**config.mk**
```make
export PLATFORM = sky130hd
export DESIGN_NAME = polygon_area_perimeter
export DESIGN_NICKNAME = d
export VERILOG_FILES = /design/src/sv/pap_pkg.sv /design/src/sv/polygon_area_perimeter.sv
export SDC_FILE = /design/constraint.sdc
export NUM_CORES = 2
export LEC_CHECK = 0
export BUFFER_PORTS_ARGS = -buffer_cell sky130_fd_sc_hd__buf_2
export CORE_MARGIN = 2
export CORE_UTILIZATION = 35
export DETAILED_ROUTE_END_ITERATION = 10
export PLACE_DENSITY = 0.46
export REMOVE_ABC_BUFFERS = 1
export SLEW_MARGIN = 40
export SYNTH_ARGS = -nofsm -noshare
export SYNTH_HDL_FRONTEND = slang
export SYNTH_SLANG_ARGS = --single-unit
```
**constraint.sdc**
```tcl
create_clock -name aclk -period 11.7 [get_ports aclk]
set_input_delay 1.17 -clock aclk [delete_from_list [all_inputs] [get_ports aclk]]
set_output_delay 1.17 -clock aclk [all_outputs]
set_load 0.005 [all_outputs]
```
**src/sv/pap_pkg.sv**
```systemverilog
// shared constants and types for the polygon area and perimeter block
package pap_pkg;

    localparam int COORD_BITS_DEF = 20;
    localparam int MAX_POINTS_DEF = 1024;

    localparam int CROSS_W  = 51;
    localparam int AREA_W   = 50;
    localparam int LEN_W    = 31;
    localparam int TOTAL_W  = 11;
    localparam int STATUS_W = 2;

    localparam int MIN_CORNERS = 3;

    localparam logic [LEN_W-1:0] LEN_MAX = {LEN_W{1'b1}};

    localparam logic KIND_POINT  = 1'b0;
    localparam logic KIND_FINISH = 1'b1;

    typedef enum logic [STATUS_W-1:0] {
        STATUS_OK   = 2'd0,
        STATUS_FEW  = 2'd1,
        STATUS_MANY = 2'd2
    } status_t;

endpackage

```
**src/sv/polygon_area_perimeter.sv**
```systemverilog
// polygon area and perimeter: one shared multiplier and a bit-pair square root per edge
// a corner word that opens an edge holds s_ready low while the edge is worked: four products
// through the multiplier, the squared-length add, one square-root step per cycle, then the
// accumulate; an error finish goes straight to the result state, a valid finish first runs
// the closing edge the same way, and the result waits there until the output register is free;
// aresetn is synchronous and active low; it clears the sums, the count and the sequencer
module polygon_area_perimeter #(
    parameter int COORD_BITS = pap_pkg::COORD_BITS_DEF,
    parameter int MAX_POINTS = pap_pkg::MAX_POINTS_DEF
) (
    input  logic                                aclk,
    input  logic                                aresetn,
    input  logic                                s_valid,
    output logic                                s_ready,
    input  logic                                s_kind,
    input  logic signed [COORD_BITS-1:0]        s_x,
    input  logic signed [COORD_BITS-1:0]        s_y,
    output logic                                m_valid,
    input  logic                                m_ready,
    output logic [pap_pkg::STATUS_W-1:0]        m_status,
    output logic [pap_pkg::AREA_W-1:0]          m_area,
    output logic [pap_pkg::LEN_W-1:0]           m_perimeter,
    output logic [pap_pkg::TOTAL_W-1:0]         m_point_total
);

    localparam int CB    = COORD_BITS;
    localparam int PW    = 2 * CB + 2;
    localparam int SQW   = (PW > 64) ? 64 : PW;
    localparam int ITERS = SQW / 2;
    localparam int IW    = $clog2(ITERS);
    localparam int EW    = (PW > pap_pkg::CROSS_W) ? PW : pap_pkg::CROSS_W;
    localparam int LSW   = ((SQW > pap_pkg::LEN_W) ? SQW : pap_pkg::LEN_W) + 1;
    localparam int CNTW  = $clog2(MAX_POINTS + 1);

    typedef enum logic [8:0] {
        S_IDLE = 9'b000000001,
        S_M1   = 9'b000000010,
        S_M2   = 9'b000000100,
        S_M3   = 9'b000001000,
        S_M4   = 9'b000010000,
        S_SQ0  = 9'b000100000,
        S_SQRT = 9'b001000000,
        S_ACC  = 9'b010000000,
        S_DONE = 9'b100000000
    } state_t;

    state_t state_reg, state_next;

    logic signed [CB-1:0]            first_x_reg, first_x_next;
    logic signed [CB-1:0]            first_y_reg, first_y_next;
    logic signed [CB-1:0]            prev_x_reg, prev_x_next;
    logic signed [CB-1:0]            prev_y_reg, prev_y_next;
    logic signed [CB-1:0]            cur_x_reg, cur_x_next;
    logic signed [CB-1:0]            cur_y_reg, cur_y_next;
    logic [CNTW-1:0]                 count_reg, count_next;
    logic [pap_pkg::CROSS_W-1:0]     cross_reg, cross_next;
    logic [pap_pkg::LEN_W-1:0]       len_reg, len_next;
    logic                            ovf_reg, ovf_next;
    logic                            closing_reg, closing_next;
    pap_pkg::status_t                status_reg, status_next;

    logic signed [PW-1:0]            prod_reg, prod_next;
    logic [SQW-1:0]                  sq_reg, sq_next;
    logic [SQW-1:0]                  root_reg, root_next;
    logic [SQW-1:0]                  bit_reg, bit_next;
    logic [IW-1:0]                   iter_reg, iter_next;

    logic                            m_valid_reg, m_valid_next;
    pap_pkg::status_t                m_status_reg, m_status_next;
    logic [pap_pkg::AREA_W-1:0]      m_area_reg, m_area_next;
    logic [pap_pkg::LEN_W-1:0]       m_perim_reg, m_perim_next;
    logic [pap_pkg::TOTAL_W-1:0]     m_total_reg, m_total_next;

    // the shared multiplier
    logic signed [CB:0]              mul_a, mul_b;
    logic signed [PW-1:0]            mul_p;
    logic signed [CB:0]              dx, dy;
    logic signed [EW-1:0]            prod_ext;
    logic [SQW-1:0]                  root_plus;
    logic [LSW-1:0]                  len_sum;
    logic [pap_pkg::CROSS_W-1:0]     cross_neg;
    logic [pap_pkg::AREA_W-1:0]      area_abs;

    assign mul_p     = mul_a * mul_b;
    assign dx        = (CB + 1)'(cur_x_reg) - (CB + 1)'(prev_x_reg);
    assign dy        = (CB + 1)'(cur_y_reg) - (CB + 1)'(prev_y_reg);
    assign prod_ext  = EW'(prod_reg);
    assign root_plus = root_reg + bit_reg;
    assign len_sum   = LSW'(len_reg) + LSW'(root_reg);
    assign cross_neg = -cross_reg;

    // magnitude of the doubled-area sum, saturating when the negation reaches the top bit
    always_comb begin
        if (!cross_reg[pap_pkg::CROSS_W-1]) begin
            area_abs = cross_reg[pap_pkg::AREA_W-1:0];
        end else if (cross_neg[pap_pkg::CROSS_W-1]) begin
            area_abs = {pap_pkg::AREA_W{1'b1}};
        end else begin
            area_abs = cross_neg[pap_pkg::AREA_W-1:0];
        end
    end

    assign s_ready = (state_reg == S_IDLE);

    always_comb begin
        state_next    = state_reg;
        first_x_next  = first_x_reg;
        first_y_next  = first_y_reg;
        prev_x_next   = prev_x_reg;
        prev_y_next   = prev_y_reg;
        cur_x_next    = cur_x_reg;
        cur_y_next    = cur_y_reg;
        count_next    = count_reg;
        cross_next    = cross_reg;
        len_next      = len_reg;
        ovf_next      = ovf_reg;
        closing_next  = closing_reg;
        status_next   = status_reg;
        prod_next     = prod_reg;
        sq_next       = sq_reg;
        root_next     = root_reg;
        bit_next      = bit_reg;
        iter_next     = iter_reg;
        m_valid_next  = m_valid_reg;
        m_status_next = m_status_reg;
        m_area_next   = m_area_reg;
        m_perim_next  = m_perim_reg;
        m_total_next  = m_total_reg;
        mul_a         = '0;
        mul_b         = '0;

        if (m_valid_reg && m_ready) begin
            m_valid_next = 1'b0;
        end

        case (state_reg)
            S_IDLE: begin
                if (s_valid) begin
                    if (s_kind == pap_pkg::KIND_POINT) begin
                        if (count_reg == '0) begin
                            first_x_next = s_x;
                            first_y_next = s_y;
                            prev_x_next  = s_x;
                            prev_y_next  = s_y;
                            count_next   = CNTW'(1);
                        end else if (count_reg < CNTW'(MAX_POINTS)) begin
                            cur_x_next   = s_x;
                            cur_y_next   = s_y;
                            closing_next = 1'b0;
                            state_next   = S_M1;
                        end else begin
                            ovf_next = 1'b1;
                        end
                    end else begin
                        if (ovf_reg) begin
                            status_next = pap_pkg::STATUS_MANY;
                            state_next  = S_DONE;
                        end else if (count_reg < CNTW'(pap_pkg::MIN_CORNERS)) begin
                            status_next = pap_pkg::STATUS_FEW;
                            state_next  = S_DONE;
                        end else begin
                            // closing edge runs from the last corner back to the first
                            cur_x_next   = first_x_reg;
                            cur_y_next   = first_y_reg;
                            closing_next = 1'b1;
                            state_next   = S_M1;
                        end
                    end
                end
            end
            S_M1: begin
                mul_a      = (CB + 1)'(prev_x_reg);
                mul_b      = (CB + 1)'(cur_y_reg);
                prod_next  = mul_p;
                state_next = S_M2;
            end
            S_M2: begin
                mul_a      = (CB + 1)'(cur_x_reg);
                mul_b      = (CB + 1)'(prev_y_reg);
                prod_next  = mul_p;
                cross_next = cross_reg + prod_ext[pap_pkg::CROSS_W-1:0];
                state_next = S_M3;
            end
            S_M3: begin
                mul_a      = dx;
                mul_b      = dx;
                prod_next  = mul_p;
                cross_next = cross_reg - prod_ext[pap_pkg::CROSS_W-1:0];
                state_next = S_M4;
            end
            S_M4: begin
                mul_a      = dy;
                mul_b      = dy;
                prod_next  = mul_p;
                sq_next    = prod_reg[SQW-1:0];
                state_next = S_SQ0;
            end
            S_SQ0: begin
                sq_next    = sq_reg + prod_reg[SQW-1:0];
                root_next  = '0;
                bit_next   = SQW'(1) << (SQW - 2);
                iter_next  = '0;
                state_next = S_SQRT;
            end
            S_SQRT: begin
                if (sq_reg >= root_plus) begin
                    sq_next   = sq_reg - root_plus;
                    root_next = (root_reg >> 1) + bit_reg;
                end else begin
                    root_next = root_reg >> 1;
                end
                bit_next  = bit_reg >> 2;
                iter_next = iter_reg + IW'(1);
                if (iter_reg == IW'(ITERS - 1)) begin
                    state_next = S_ACC;
                end
            end
            S_ACC: begin
                if (len_sum > LSW'(pap_pkg::LEN_MAX)) begin
                    len_next = pap_pkg::LEN_MAX;
                end else begin
                    len_next = len_sum[pap_pkg::LEN_W-1:0];
                end
                if (closing_reg) begin
                    status_next = pap_pkg::STATUS_OK;
                    state_next  = S_DONE;
                end else begin
                    prev_x_next = cur_x_reg;
                    prev_y_next = cur_y_reg;
                    count_next  = count_reg + CNTW'(1);
                    state_next  = S_IDLE;
                end
            end
            S_DONE: begin
                // wait here until the output register is free
                if (!m_valid_reg || m_ready) begin
                    m_valid_next  = 1'b1;
                    m_status_next = status_reg;
                    m_total_next  = pap_pkg::TOTAL_W'(count_reg);
                    if (status_reg == pap_pkg::STATUS_OK) begin
                        m_area_next  = area_abs;
                        m_perim_next = len_reg;
                    end else begin
                        m_area_next  = '0;
                        m_perim_next = '0;
                    end
                    count_next = '0;
                    cross_next = '0;
                    len_next   = '0;
                    ovf_next   = 1'b0;
                    state_next = S_IDLE;
                end
            end
            default: begin
                state_next = S_IDLE;
            end
        endcase
    end

    always_ff @(posedge aclk) begin
        if (!aresetn) begin
            state_reg   <= S_IDLE;
            first_x_reg <= '0;
            first_y_reg <= '0;
            prev_x_reg  <= '0;
            prev_y_reg  <= '0;
            count_reg   <= '0;
            cross_reg   <= '0;
            len_reg     <= '0;
            ovf_reg     <= 1'b0;
            closing_reg <= 1'b0;
            status_reg  <= pap_pkg::STATUS_OK;
            m_valid_reg <= 1'b0;
        end else begin
            state_reg   <= state_next;
            first_x_reg <= first_x_next;
            first_y_reg <= first_y_next;
            prev_x_reg  <= prev_x_next;
            prev_y_reg  <= prev_y_next;
            count_reg   <= count_next;
            cross_reg   <= cross_next;
            len_reg     <= len_next;
            ovf_reg     <= ovf_next;
            closing_reg <= closing_next;
            status_reg  <= status_next;
            m_valid_reg <= m_valid_next;
        end
        cur_x_reg    <= cur_x_next;
        cur_y_reg    <= cur_y_next;
        prod_reg     <= prod_next;
        sq_reg       <= sq_next;
        root_reg     <= root_next;
        bit_reg      <= bit_next;
        iter_reg     <= iter_next;
        m_status_reg <= m_status_next;
        m_area_reg   <= m_area_next;
        m_perim_reg  <= m_perim_next;
        m_total_reg  <= m_total_next;
    end

    assign m_valid       = m_valid_reg;
    assign m_status      = m_status_reg;
    assign m_area        = m_area_reg;
    assign m_perimeter   = m_perim_reg;
    assign m_point_total = m_total_reg;

    // error results carry no area or perimeter
    a_err_zero: assert property (@(posedge aclk) disable iff (!aresetn)
        (m_valid && (m_status != pap_pkg::STATUS_OK)) |-> ((m_area == '0) && (m_perimeter == '0)))
        else $error("error word carries nonzero area or perimeter");

    // the corner count never passes the limit
    a_count_max: assert property (@(posedge aclk) disable iff (!aresetn)
        count_reg <= CNTW'(MAX_POINTS))
        else $error("corner count beyond limit");

    // overflow only happens with a full point list
    a_ovf_full: assert property (@(posedge aclk) disable iff (!aresetn)
        ovf_reg |-> (count_reg == CNTW'(MAX_POINTS)))
        else $error("overflow flag set before the list is full");

    // a corner that starts an edge keeps the block busy on the next cycle
    a_edge_busy: assert property (@(posedge aclk) disable iff (!aresetn)
        (s_valid && s_ready && (s_kind == pap_pkg::KIND_POINT) && (count_reg != '0)
            && (count_reg < CNTW'(MAX_POINTS))) |=> !s_ready)
        else $error("edge work skipped");

endmodule

```
==> impl_metrics.toml <==
[grt]
global_route.overflow_total = 0
first_global_vias = 41400
antenna_violations_before_repair = 0
grt_pass1_wl_um = 243000
grt_max_degree = 81
grt_util_all_layers = 0.211

[logic_synthesis]
synth_cell_types = 94
synthDominantAreaCellType = "sky130_fd_sc_hd__fa_1"
syn_area_um2 = 50200
ys_async_rst_share = 0
syn_avg_cell_area_um2 = 8.81
yosysWarningCount = 0
synth-edff-count = 286
synth.top_cells.by_area = "sky130_fd_sc_hd__fa_1 (19%), sky130_fd_sc_hd__edfxtp_1 (17%), sky130_fd_sc_hd__ha_1 (9.1%)"
postSynth.topFlopCell = "sky130_fd_sc_hd__edfxtp_1"
yosysSeqAreaShare = 0.246
synthesis.instances = 5694
synth_top_area_frac = 0.186
synth-seq-cells = 473

[min_path]
hold_class = "reg2reg"
hold_path_startpoint = "first_y_reg[5]"
worst_hold_path.num_cells = 2
min_delay_worst_endpoint = "first_y_reg[5]"

[floorplan]
design.die.area_um2 = 146000
die_height_um = 383
start_util = 0.354
std_cell_rows = 138
die_x_um = 383
io-pin-count = 141
floorplan.core_area_um2 = 142000

[route]
vias = 40700
routed_via_density = 5.28
routed_length_per_placed_instance_um = 20.1
drc = 0
wl_um = 155000
initialDrtViolationCount = 2146
route.antenna.remaining_nets = 0
drt_pass1_iterations = 5

[cts]
insertion_delay_ns = 0.72
cts-root-buf = "sky130_fd_sc_hd__clkbuf_16"
cts_tree = "built"
clk_pin_slew_ns = 0.06
postCtsHoldBufs = 0
cts_htree_levels = 2
clock_buffers_created_by_tritoncts = 60
post-cts-setup-buffer-count = 0
sinks_on_clock_net = 473
cts_buffer_depth = 3

[timing]
tns_ns = 0
worst_pin_slew_ns = 0.866
grt_setup_unrepaired = "no"
slew_headroom = 0.420
final.min_clock_period_ns = 10.93
final_hold_violation_count = 0
fmax_mhz = 91.5
post-route-period-util = 0.935
final.setup_skew_ns = 0.0583
report.final.setup_viol = 0
final-max-slew-violation-count = 0

[layout]
utilization = 0.391
post_route_cells_drive_above_1_share = 0.0831
final_cell_mix = "sky130_fd_sc_hd__nand2_1 (743), sky130_fd_sc_hd__inv_1 (617), sky130_fd_sc_hd__fa_1 (466)"
largest_register_ffs = 51
area_delta_synth_final_pct = 10.6
num-nets-final = 6633
layout_commonest_cell = "sky130_fd_sc_hd__nand2_1"

[setup_path]
worst_ep_arrival_time_ns = 11.31
regToRegEndpoint = "prod_reg[40]"
cp_common_cell = "sky130_fd_sc_hd__fa_1"
criticalPathCategory = "reg2reg"
worst_ep_required_time_ns = 12.08
critPathSlowestCell = "sky130_fd_sc_hd__ha_1"
setup.reg_to_reg.worst_slack_ns = 0.77
timing.critical_path.from_type = "flip-flop"
setup.worst_path.start = "cur_y_reg[0]"
critical-path-max-stage-delay_ns = 0.67
critPathCaptureType = "flip-flop"
worstRegToRegCells = 34
regToRegStartpoint = "cur_y_reg[0]"
critical_path_peak_fanout = 15

[power]
totalPowerFinal_mw = 4.24
p_leak_nw = 24.1
pwr_density_cell_nw_per_um2 = 76.4
vdd_ir_drop_max_v = 0.000144

[status]
status = "completed"

[run]
max_cap_viol_count = 0

[placement]
hpwl_um = 123000
routabilityCongestion = 0.889
numPortBuffers = 140
routing by layer:
layer  vias to the layer above  global-route usage  routed length, um
li1                      19800                   -                  -
met1                     20000               0.277              70500
met2                       702               0.370              75700
met3                       177              0.0207               4790
met4                         0              0.0556               4040
met5                         -                   0                  0
worst max-delay path by stage:
stage | to | slack (ns)
2_1_floorplan | prod_reg[40] | 0.31
3_3_place_gp | prod_reg[40] | 0.91
3_5_place_dp | prod_reg[40] | 0.65
4_1_cts | prod_reg[40] | 0.58
5_1_grt | prod_reg[40] | 0.03
6_report | prod_reg[40] | 0.77
cell usage after synthesis (all sizes together) (55+ instances only):
cell type  instances
and2              96
clkbuf           222
a31oi             61
nand2            747
o21ai            250
xor2             205
nor2             427
fa               466
inv              621
nor3              83
a211oi            82
ha               364
xnor2            165
edfxtp           286
nand3            100
nor2b             55
a311oi            55
a21o             108
dfxtp            187
a21oi            393
worst max-delay path, delay by kind of cell (launching register included):
kind,cells,cell delay [ns]
buffers and inverters,6,0.49
and+or+nand+nor,5,1.56
DFF,1,0.40
adders and majority gates,10,4.61
AOI/OAI and AO/OA,13,3.55
cell families after synthesis:
family / synth area share
and+or+nand+nor: 0.163
AOI/OAI and AO/OA: 0.173
buffers and inverters: 0.0653
adders and majority gates: 0.277
DFF: 0.246
xor gates and xnor gates: 0.0646
muxes: 0.0120
power breakdown:
group / total (mW) / leakage [nW] / switching (mW) / internal [mW]
clock network: 2.00 / 1.04 / 0.816 / 1.19
registers: 1.84 / 4.34 / 0.0392 / 1.80
logic: 0.400 / 18.7 / 0.245 / 0.155
total: 4.24 / 24.1 / 1.10 / 3.14
cell type report:
cell class / count / area (um2)
Sequential cell: 473 / 12300
Timing Repair Buffer: 244 / 1530
Clock buffer: 82 / 1800
Fill cell: 14600 / 86500
Inverter: 622 / 2340
Antenna cell: 1 / 2.50
Clock inverter: 32 / 344
Tap cell: 1890 / 2360
Multi-Input combinational cell: 4357 / 34800
through the flow:
stage	cells	setup slack [ns]	hold slack (ns)	cell area, um2
3_5_place_dp	7585	0.649	0.443	53300
6_report	7701	0.766	0.451	55500
3_3_place_gp	7583	0.915	0.439	53200
5_1_grt	7700	0.0297	0.467	55500
4_1_cts	7699	0.584	0.451	55400
2_1_floorplan	5452	0.315	0.433	49200
what timing repair did:
item / in CTS / in global routing
gates resized for setup: 0 / 4
endpoints found under the setup margin: 0 / 2
hold endpoints to repair: 0 / 0
Note: power is estimated with default switching activity, not from simulation.
